--- config.mk ---
export PLATFORM = sky130hd
export DESIGN_NAME = tlpm_ctrl
export DESIGN_NICKNAME = d
export VERILOG_FILES = /design/src/sv/tlpm_pkg.sv /design/src/sv/tlpm_ctrl.sv
export SDC_FILE = /design/constraint.sdc
export NUM_CORES = 1
export LEC_CHECK = 0
export ABC_AREA = 1
export BUFFER_PORTS_ARGS = -buffer_cell sky130_fd_sc_hd__buf_2
export CAP_MARGIN = 20
export CORE_MARGIN = 2
export CORE_UTILIZATION = 30
export CTS_BUF_LIST = sky130_fd_sc_hd__clkbuf_16
export CTS_CLUSTER_DIAMETER = 200
export DETAILED_ROUTE_END_ITERATION = 10
export MAX_ROUTING_LAYER = met4
export SYNTH_ARGS = -nofsm -noshare
export SYNTH_HDL_FRONTEND = slang
export SYNTH_SLANG_ARGS = --single-unit
--- constraint.sdc ---
create_clock -name clk -period 4.1 [get_ports clk]
set_input_delay 0.82 -clock clk [delete_from_list [all_inputs] [get_ports clk]]
set_output_delay 0.82 -clock clk [all_outputs]
set_load 0.01 [all_outputs]
--- src/sv/tlpm_pkg.sv ---
// Shared types and constants for the two-level page map insert block.
package tlpm_pkg;

  localparam int unsigned POOL_TABLES_DEF   = 8;
  localparam int unsigned DIR_ENTRIES       = 1024;
  localparam int unsigned DIR_IDX_W         = 10;
  localparam int unsigned ENTRIES_PER_TABLE = 1024;
  localparam int unsigned TBL_IDX_W         = 10;
  localparam int unsigned PAGE_W            = 20;
  localparam int unsigned FLAGS_W           = 12;
  localparam int unsigned ENTRY_W           = 32;
  localparam int unsigned IN_DATA_W         = 56;
  localparam int unsigned OUT_DATA_W        = 8;
  localparam int unsigned SLOT_OUT_W        = 3;

  localparam logic [FLAGS_W-1:0] FORCED_FLAGS = 12'h003;
  localparam int unsigned        PRESENT_BIT  = 0;

  typedef enum logic [1:0] {
    ST_MAPPED   = 2'd0,
    ST_ALREADY  = 2'd1,
    ST_NO_TABLE = 2'd2
  } status_t;

  typedef enum logic [1:0] {
    S_CLEAR,
    S_IDLE,
    S_DIR,
    S_TBL
  } state_t;

endpackage

--- src/sv/tlpm_ctrl.sv ---
// Sequencer for the insert: clearing pass, directory lookup, table check and write back.
module tlpm_ctrl #(
  parameter int unsigned POOL_TABLES = tlpm_pkg::POOL_TABLES_DEF,
  localparam int unsigned SLOT_W = (POOL_TABLES > 1) ? $clog2(POOL_TABLES) : 1,
  localparam int unsigned CNT_W  = $clog2(POOL_TABLES + 1),
  localparam int unsigned POOL_W = SLOT_W + tlpm_pkg::TBL_IDX_W
) (
  input  logic                                clk,
  input  logic                                rst_n,
  input  logic                                in_tvalid,
  output logic                                in_tready,
  input  logic [tlpm_pkg::IN_DATA_W-1:0]      in_tdata,
  output logic                                out_tvalid,
  input  logic                                out_tready,
  output logic [tlpm_pkg::OUT_DATA_W-1:0]     out_tdata,
  output logic                                dir_we,
  output logic                                dir_re,
  output logic [tlpm_pkg::DIR_IDX_W-1:0]      dir_addr,
  output logic [SLOT_W:0]                     dir_wdata,
  input  logic [SLOT_W:0]                     dir_rdata,
  output logic                                pool_we,
  output logic                                pool_re,
  output logic [POOL_W-1:0]                   pool_addr,
  output logic [tlpm_pkg::ENTRY_W-1:0]        pool_wdata,
  input  logic [tlpm_pkg::ENTRY_W-1:0]        pool_rdata
);

  localparam int unsigned POOL_DEPTH = POOL_TABLES * tlpm_pkg::ENTRIES_PER_TABLE;

  tlpm_pkg::state_t state_r, state_nxt;

  logic [POOL_W-1:0]                clr_r;
  logic [tlpm_pkg::PAGE_W-1:0]      virt_r;
  logic [tlpm_pkg::PAGE_W-1:0]      phys_r;
  logic [tlpm_pkg::FLAGS_W-1:0]     flags_r;
  logic [CNT_W-1:0]                 used_r;
  logic [SLOT_W-1:0]                slot_r;
  logic                             out_valid_r;
  tlpm_pkg::status_t                out_status_r;
  logic [tlpm_pkg::SLOT_OUT_W-1:0]  out_slot_r;
  logic                             out_new_r;

  logic                             clr_done;
  logic                             can_out;
  logic                             full;
  logic                             dir_present;
  logic [SLOT_W-1:0]                dir_slot;
  logic [SLOT_W-1:0]                new_slot;
  logic [SLOT_W+2:0]                new_slot_ext;
  logic [SLOT_W+2:0]                cur_slot_ext;
  logic [tlpm_pkg::TBL_IDX_W-1:0]   tbl_idx;
  logic [tlpm_pkg::ENTRY_W-1:0]     entry;

  logic                             res_load;
  tlpm_pkg::status_t                res_status;
  logic [tlpm_pkg::SLOT_OUT_W-1:0]  res_slot;
  logic                             res_new;
  logic                             alloc;
  logic                             slot_load;

  assign clr_done     = (clr_r == POOL_W'(POOL_DEPTH - 1));
  assign can_out      = !out_valid_r || out_tready;
  assign full         = (used_r == CNT_W'(POOL_TABLES));
  assign dir_present  = dir_rdata[SLOT_W];
  assign dir_slot     = dir_rdata[SLOT_W-1:0];
  assign new_slot     = used_r[SLOT_W-1:0];
  assign new_slot_ext = {3'b000, new_slot};
  assign cur_slot_ext = {3'b000, slot_r};
  assign tbl_idx      = virt_r[tlpm_pkg::TBL_IDX_W-1:0];
  assign entry        = {phys_r, flags_r | tlpm_pkg::FORCED_FLAGS};

  always_comb begin
    state_nxt = state_r;
    case (state_r)
      tlpm_pkg::S_CLEAR: begin
        if (clr_done) begin
          state_nxt = tlpm_pkg::S_IDLE;
        end
      end
      tlpm_pkg::S_IDLE: begin
        if (in_tvalid) begin
          state_nxt = tlpm_pkg::S_DIR;
        end
      end
      tlpm_pkg::S_DIR: begin
        if (dir_present) begin
          state_nxt = tlpm_pkg::S_TBL;
        end else if (can_out) begin
          state_nxt = tlpm_pkg::S_IDLE;
        end
      end
      tlpm_pkg::S_TBL: begin
        if (can_out) begin
          state_nxt = tlpm_pkg::S_IDLE;
        end
      end
      default: state_nxt = tlpm_pkg::S_CLEAR;
    endcase
  end

  always_comb begin
    in_tready  = 1'b0;
    dir_we     = 1'b0;
    dir_re     = 1'b0;
    dir_addr   = virt_r[tlpm_pkg::PAGE_W-1:tlpm_pkg::TBL_IDX_W];
    dir_wdata  = '0;
    pool_we    = 1'b0;
    pool_re    = 1'b0;
    pool_addr  = {slot_r, tbl_idx};
    pool_wdata = entry;
    res_load   = 1'b0;
    res_status = tlpm_pkg::ST_MAPPED;
    res_slot   = '0;
    res_new    = 1'b0;
    alloc      = 1'b0;
    slot_load  = 1'b0;
    case (state_r)
      tlpm_pkg::S_CLEAR: begin
        dir_we     = 1'b1;
        dir_addr   = clr_r[tlpm_pkg::DIR_IDX_W-1:0];
        pool_we    = 1'b1;
        pool_addr  = clr_r;
        pool_wdata = '0;
      end
      tlpm_pkg::S_IDLE: begin
        in_tready = 1'b1;
        dir_re    = in_tvalid;
        dir_addr  = in_tdata[tlpm_pkg::PAGE_W-1:tlpm_pkg::TBL_IDX_W];
      end
      tlpm_pkg::S_DIR: begin
        if (dir_present) begin
          pool_re   = 1'b1;
          pool_addr = {dir_slot, tbl_idx};
          slot_load = 1'b1;
        end else if (can_out) begin
          res_load = 1'b1;
          if (full) begin
            res_status = tlpm_pkg::ST_NO_TABLE;
          end else begin
            alloc     = 1'b1;
            dir_we    = 1'b1;
            dir_wdata = {1'b1, new_slot};
            pool_we   = 1'b1;
            pool_addr = {new_slot, tbl_idx};
            res_slot  = new_slot_ext[tlpm_pkg::SLOT_OUT_W-1:0];
            res_new   = 1'b1;
          end
        end
      end
      tlpm_pkg::S_TBL: begin
        if (can_out) begin
          res_load = 1'b1;
          res_slot = cur_slot_ext[tlpm_pkg::SLOT_OUT_W-1:0];
          if (pool_rdata[tlpm_pkg::PRESENT_BIT]) begin
            res_status = tlpm_pkg::ST_ALREADY;
          end else begin
            pool_we = 1'b1;
          end
        end
      end
      default: begin
      end
    endcase
  end

  always_ff @(posedge clk) begin
    if (!rst_n) begin
      state_r     <= tlpm_pkg::S_CLEAR;
      clr_r       <= '0;
      used_r      <= '0;
      out_valid_r <= 1'b0;
    end else begin
      state_r <= state_nxt;
      if (state_r == tlpm_pkg::S_CLEAR) begin
        clr_r <= clr_r + 1'b1;
      end
      if (alloc) begin
        used_r <= used_r + 1'b1;
      end
      if (res_load) begin
        out_valid_r <= 1'b1;
      end else if (out_tready) begin
        out_valid_r <= 1'b0;
      end
    end
  end

  always_ff @(posedge clk) begin
    if (in_tvalid && in_tready) begin
      virt_r  <= in_tdata[tlpm_pkg::PAGE_W-1:0];
      phys_r  <= in_tdata[2*tlpm_pkg::PAGE_W-1:tlpm_pkg::PAGE_W];
      flags_r <= in_tdata[2*tlpm_pkg::PAGE_W+tlpm_pkg::FLAGS_W-1:2*tlpm_pkg::PAGE_W];
    end
    if (slot_load) begin
      slot_r <= dir_slot;
    end
    if (res_load) begin
      out_status_r <= res_status;
      out_slot_r   <= res_slot;
      out_new_r    <= res_new;
    end
  end

  assign out_tvalid = out_valid_r;
  assign out_tdata  = {2'b00, out_new_r, out_slot_r, out_status_r};

endmodule

==> out/metrics.cfg <==
[timing]
fin_crit_sh=0.753
whs_ns=0.503
hold_violations=0
tns_ns=0
rsz0062_at_grt=no
finClkSkew_ns=0.0112
slew_violations=0
tightest_slew_ns=0.778
setup_viol=0
fmax_mhz=324
maxSlewHeadroom=0.481
period_minus_slack_ns=3.09

[placed_design]
dpl.hpwl_mm=5.72
io_buffers=129
gp_congestion=0.804

[grt]
grt_overflow=0
grt_use_met1=0.161
grt_max_degree=51
met2_usage=0.213
antenna_found_initial=0
met3_usage=0.0475
top_usage_layer=met2
grt_pass1_vias=2683
gr-usage-all-layers=0.134
grt_pass1_wl_mm=12.9

[synth]
synth-edff-count=59
synth_most_common_cell=nand2_1
yosysWarnings=0
ys.flop_type=edfxtp_1
synth_common_cells=nand2_1, inv_1, edfxtp_1, nor2_1, nand3_1
ys_seq_area_frac=0.619
ys_seq_elements=79
synth_top_area_share=0.505
syn_area_per_cell_um2=9.31
syn_area_um2=3510
synth_area_leaders=edfxtp_1, dfxtp_1, nand2_1
synth.distinct_cells=28
synth_top_area_cell=edfxtp_1
async_flop_share=0
synthCells=377

[power]
finalPower_uw=2890
power.leakage_uw=0.00228
p_sw_frac=0.355
combPwrFrac=0.344
power_density_nw_per_um2=628
clkPwrFrac=0.296
internal_power_uw=1860
seqPwrFrac=0.360
ir_worst_vdd_mv=0.280
netSwitchingPower_uw=1030

[cts]
tritoncts=done
clock_sinks=79
postCtsSetupRepairBufs=0
clkLatencyLatePin_ns=0.33
path_clk_slew_ns=0.06
cts_buffer_depth=2
cts-root-buf=clkbuf_16
htreeDepth=3
cts_hold_buf=0
numCtsBuffers=9
cts_resized=0

[setup_path]
crit_type=flip-flop to output port
crit_required_ns=3.28
worstSetupStartpointType=flip-flop
end_kind=output port
critPathArrivalTime_ns=2.27
crit_fanout=21

[die]
initial_core_util=0.307
core_area_um2=11400
rows=39
fp.dieH_um=112
die-width_um=112
io_pins=169
die_area_um2=12600

[cells_and_area]
area_growth_pct=31.1
antenna_cells=0
drive_gt1_frac=0.308
layout.nets=604

[status]
status=completed

[drt]
drc=0
antenna_left=0
drt-vias-per-instance=4.28
wirelength_mm=8.00
drt_iter0_markers=150
dr.pass1.iters=4
via_count=2798
wl_per_cell_um=12.3

[job]
cap_violations=0

[min_path]
worstHoldPathType=flip-flop to flip-flop

-- critical path, cell delays in order, from the launching register on --
cell and delay, ns:
dfxtp_1 0.73, nor2_4 0.07, inv_1 0.59, o22ai_1 0.13, a21oi_1 0.18, nand3_1 0.08
buf_2 0.14
-- per-layer routing --
metal  routed length [µm]  part of all wire
met5                    0                 0
met4                   83             0.010
met3                  574             0.072
met2                 3720              0.46
met1                 3630              0.45
-- state kept, by name, indices dropped and copies added, names as in the netlist, 2 cells and up --
signal and cells:
phys_r 20, slot_r 3, virt_r 20, flags_r 10
state_r 2, used_r 4, out_slot_r 3, out_status_r 2
clr_r 13
-- path summary, 6_finish.rpt --
path / from / end / slack (ns) / cells past startpoint
hold reg to reg: used_r[3] / used_r[3] / 0.50 / 2
hold / removal: used_r[3] / used_r[3] / 0.50 / 2
setup / recovery: state_r[1] / pool_addr[11] / 1.01 / 6
setup reg to reg: state_r[1] / virt_r[19] / 1.62 / 5
-- power by group through the flow --
stage / sequential [µW] / combinational (µW) / clock, µW
floorplan: 1040 / 627 / 0
global placement: 1060 / 1000 / 0
detailed placement: 1060 / 1020 / 0
CTS: 1040 / 1020 / 881
global route: 1050 / 1120 / 914
finish: 1040 / 995 / 855
-- layout make-up --
| type | instances | area, µm² |
|---|---|---|
| clock inverters | 7 | 95.1 |
| flip-flops and latches | 79 | 2170 |
| fillers | 1163 | 6820 |
| inverters | 67 | 251 |
| well taps | 143 | 179 |
| repair buffers | 132 | 668 |
| clock buffers | 9 | 225 |
| multi-input cells | 216 | 1010 |
-- placed cells by master, fill, tap and decap left out --
cell	instances
nor2_4	4
buf_2	129
a22oi_1	1
clkinv_2	1
o211ai_1	1
conb_1	2
nand3_2	1
nand2_1	81
ha_1	3
nor3_1	3
clkbuf_16	9
nand4_2	1
nand4_1	1
clkinv_4	2
nand2_4	2
bufinv_16	2
a31oi_1	1
o22ai_1	2
o21ai_0	12
dfxtp_1	20
xor2_1	1
nand3_1	22
buf_4	3
xnor2_1	1
nor2_2	1
inv_4	2
a221o_1	3
edfxtp_1	59
inv_1	67
a21oi_1	15
nor2_1	58
-- stage by stage --
stage | instance area [µm²] | utilization | setup WS (ns) | std cells
2_1_floorplan | 3510 | - | 0.218 | 378
3_3_place_gp | 4270 | 0.374 | 1.19 | 636
5_1_grt | 4600 | 0.403 | 0.748 | 653
3_5_place_dp | 4270 | 0.374 | 1.19 | 636
4_1_cts | 4590 | 0.402 | 0.839 | 652
6_report | 4600 | 0.403 | 1.01 | 653
-- logic make-up after synthesis --
kind of cell / after synthesis / synth area share
simple gates: 174 / 0.210
buf+inv: 83 / 0.0977
flops: 79 / 0.619
compound gates: 35 / 0.0567
fa+ha+maj: 3 / 0.0107
xor+xnor: 2 / 0.00499
other cells: 1 / 0.00107
Power figures use the tool's default switching activity.
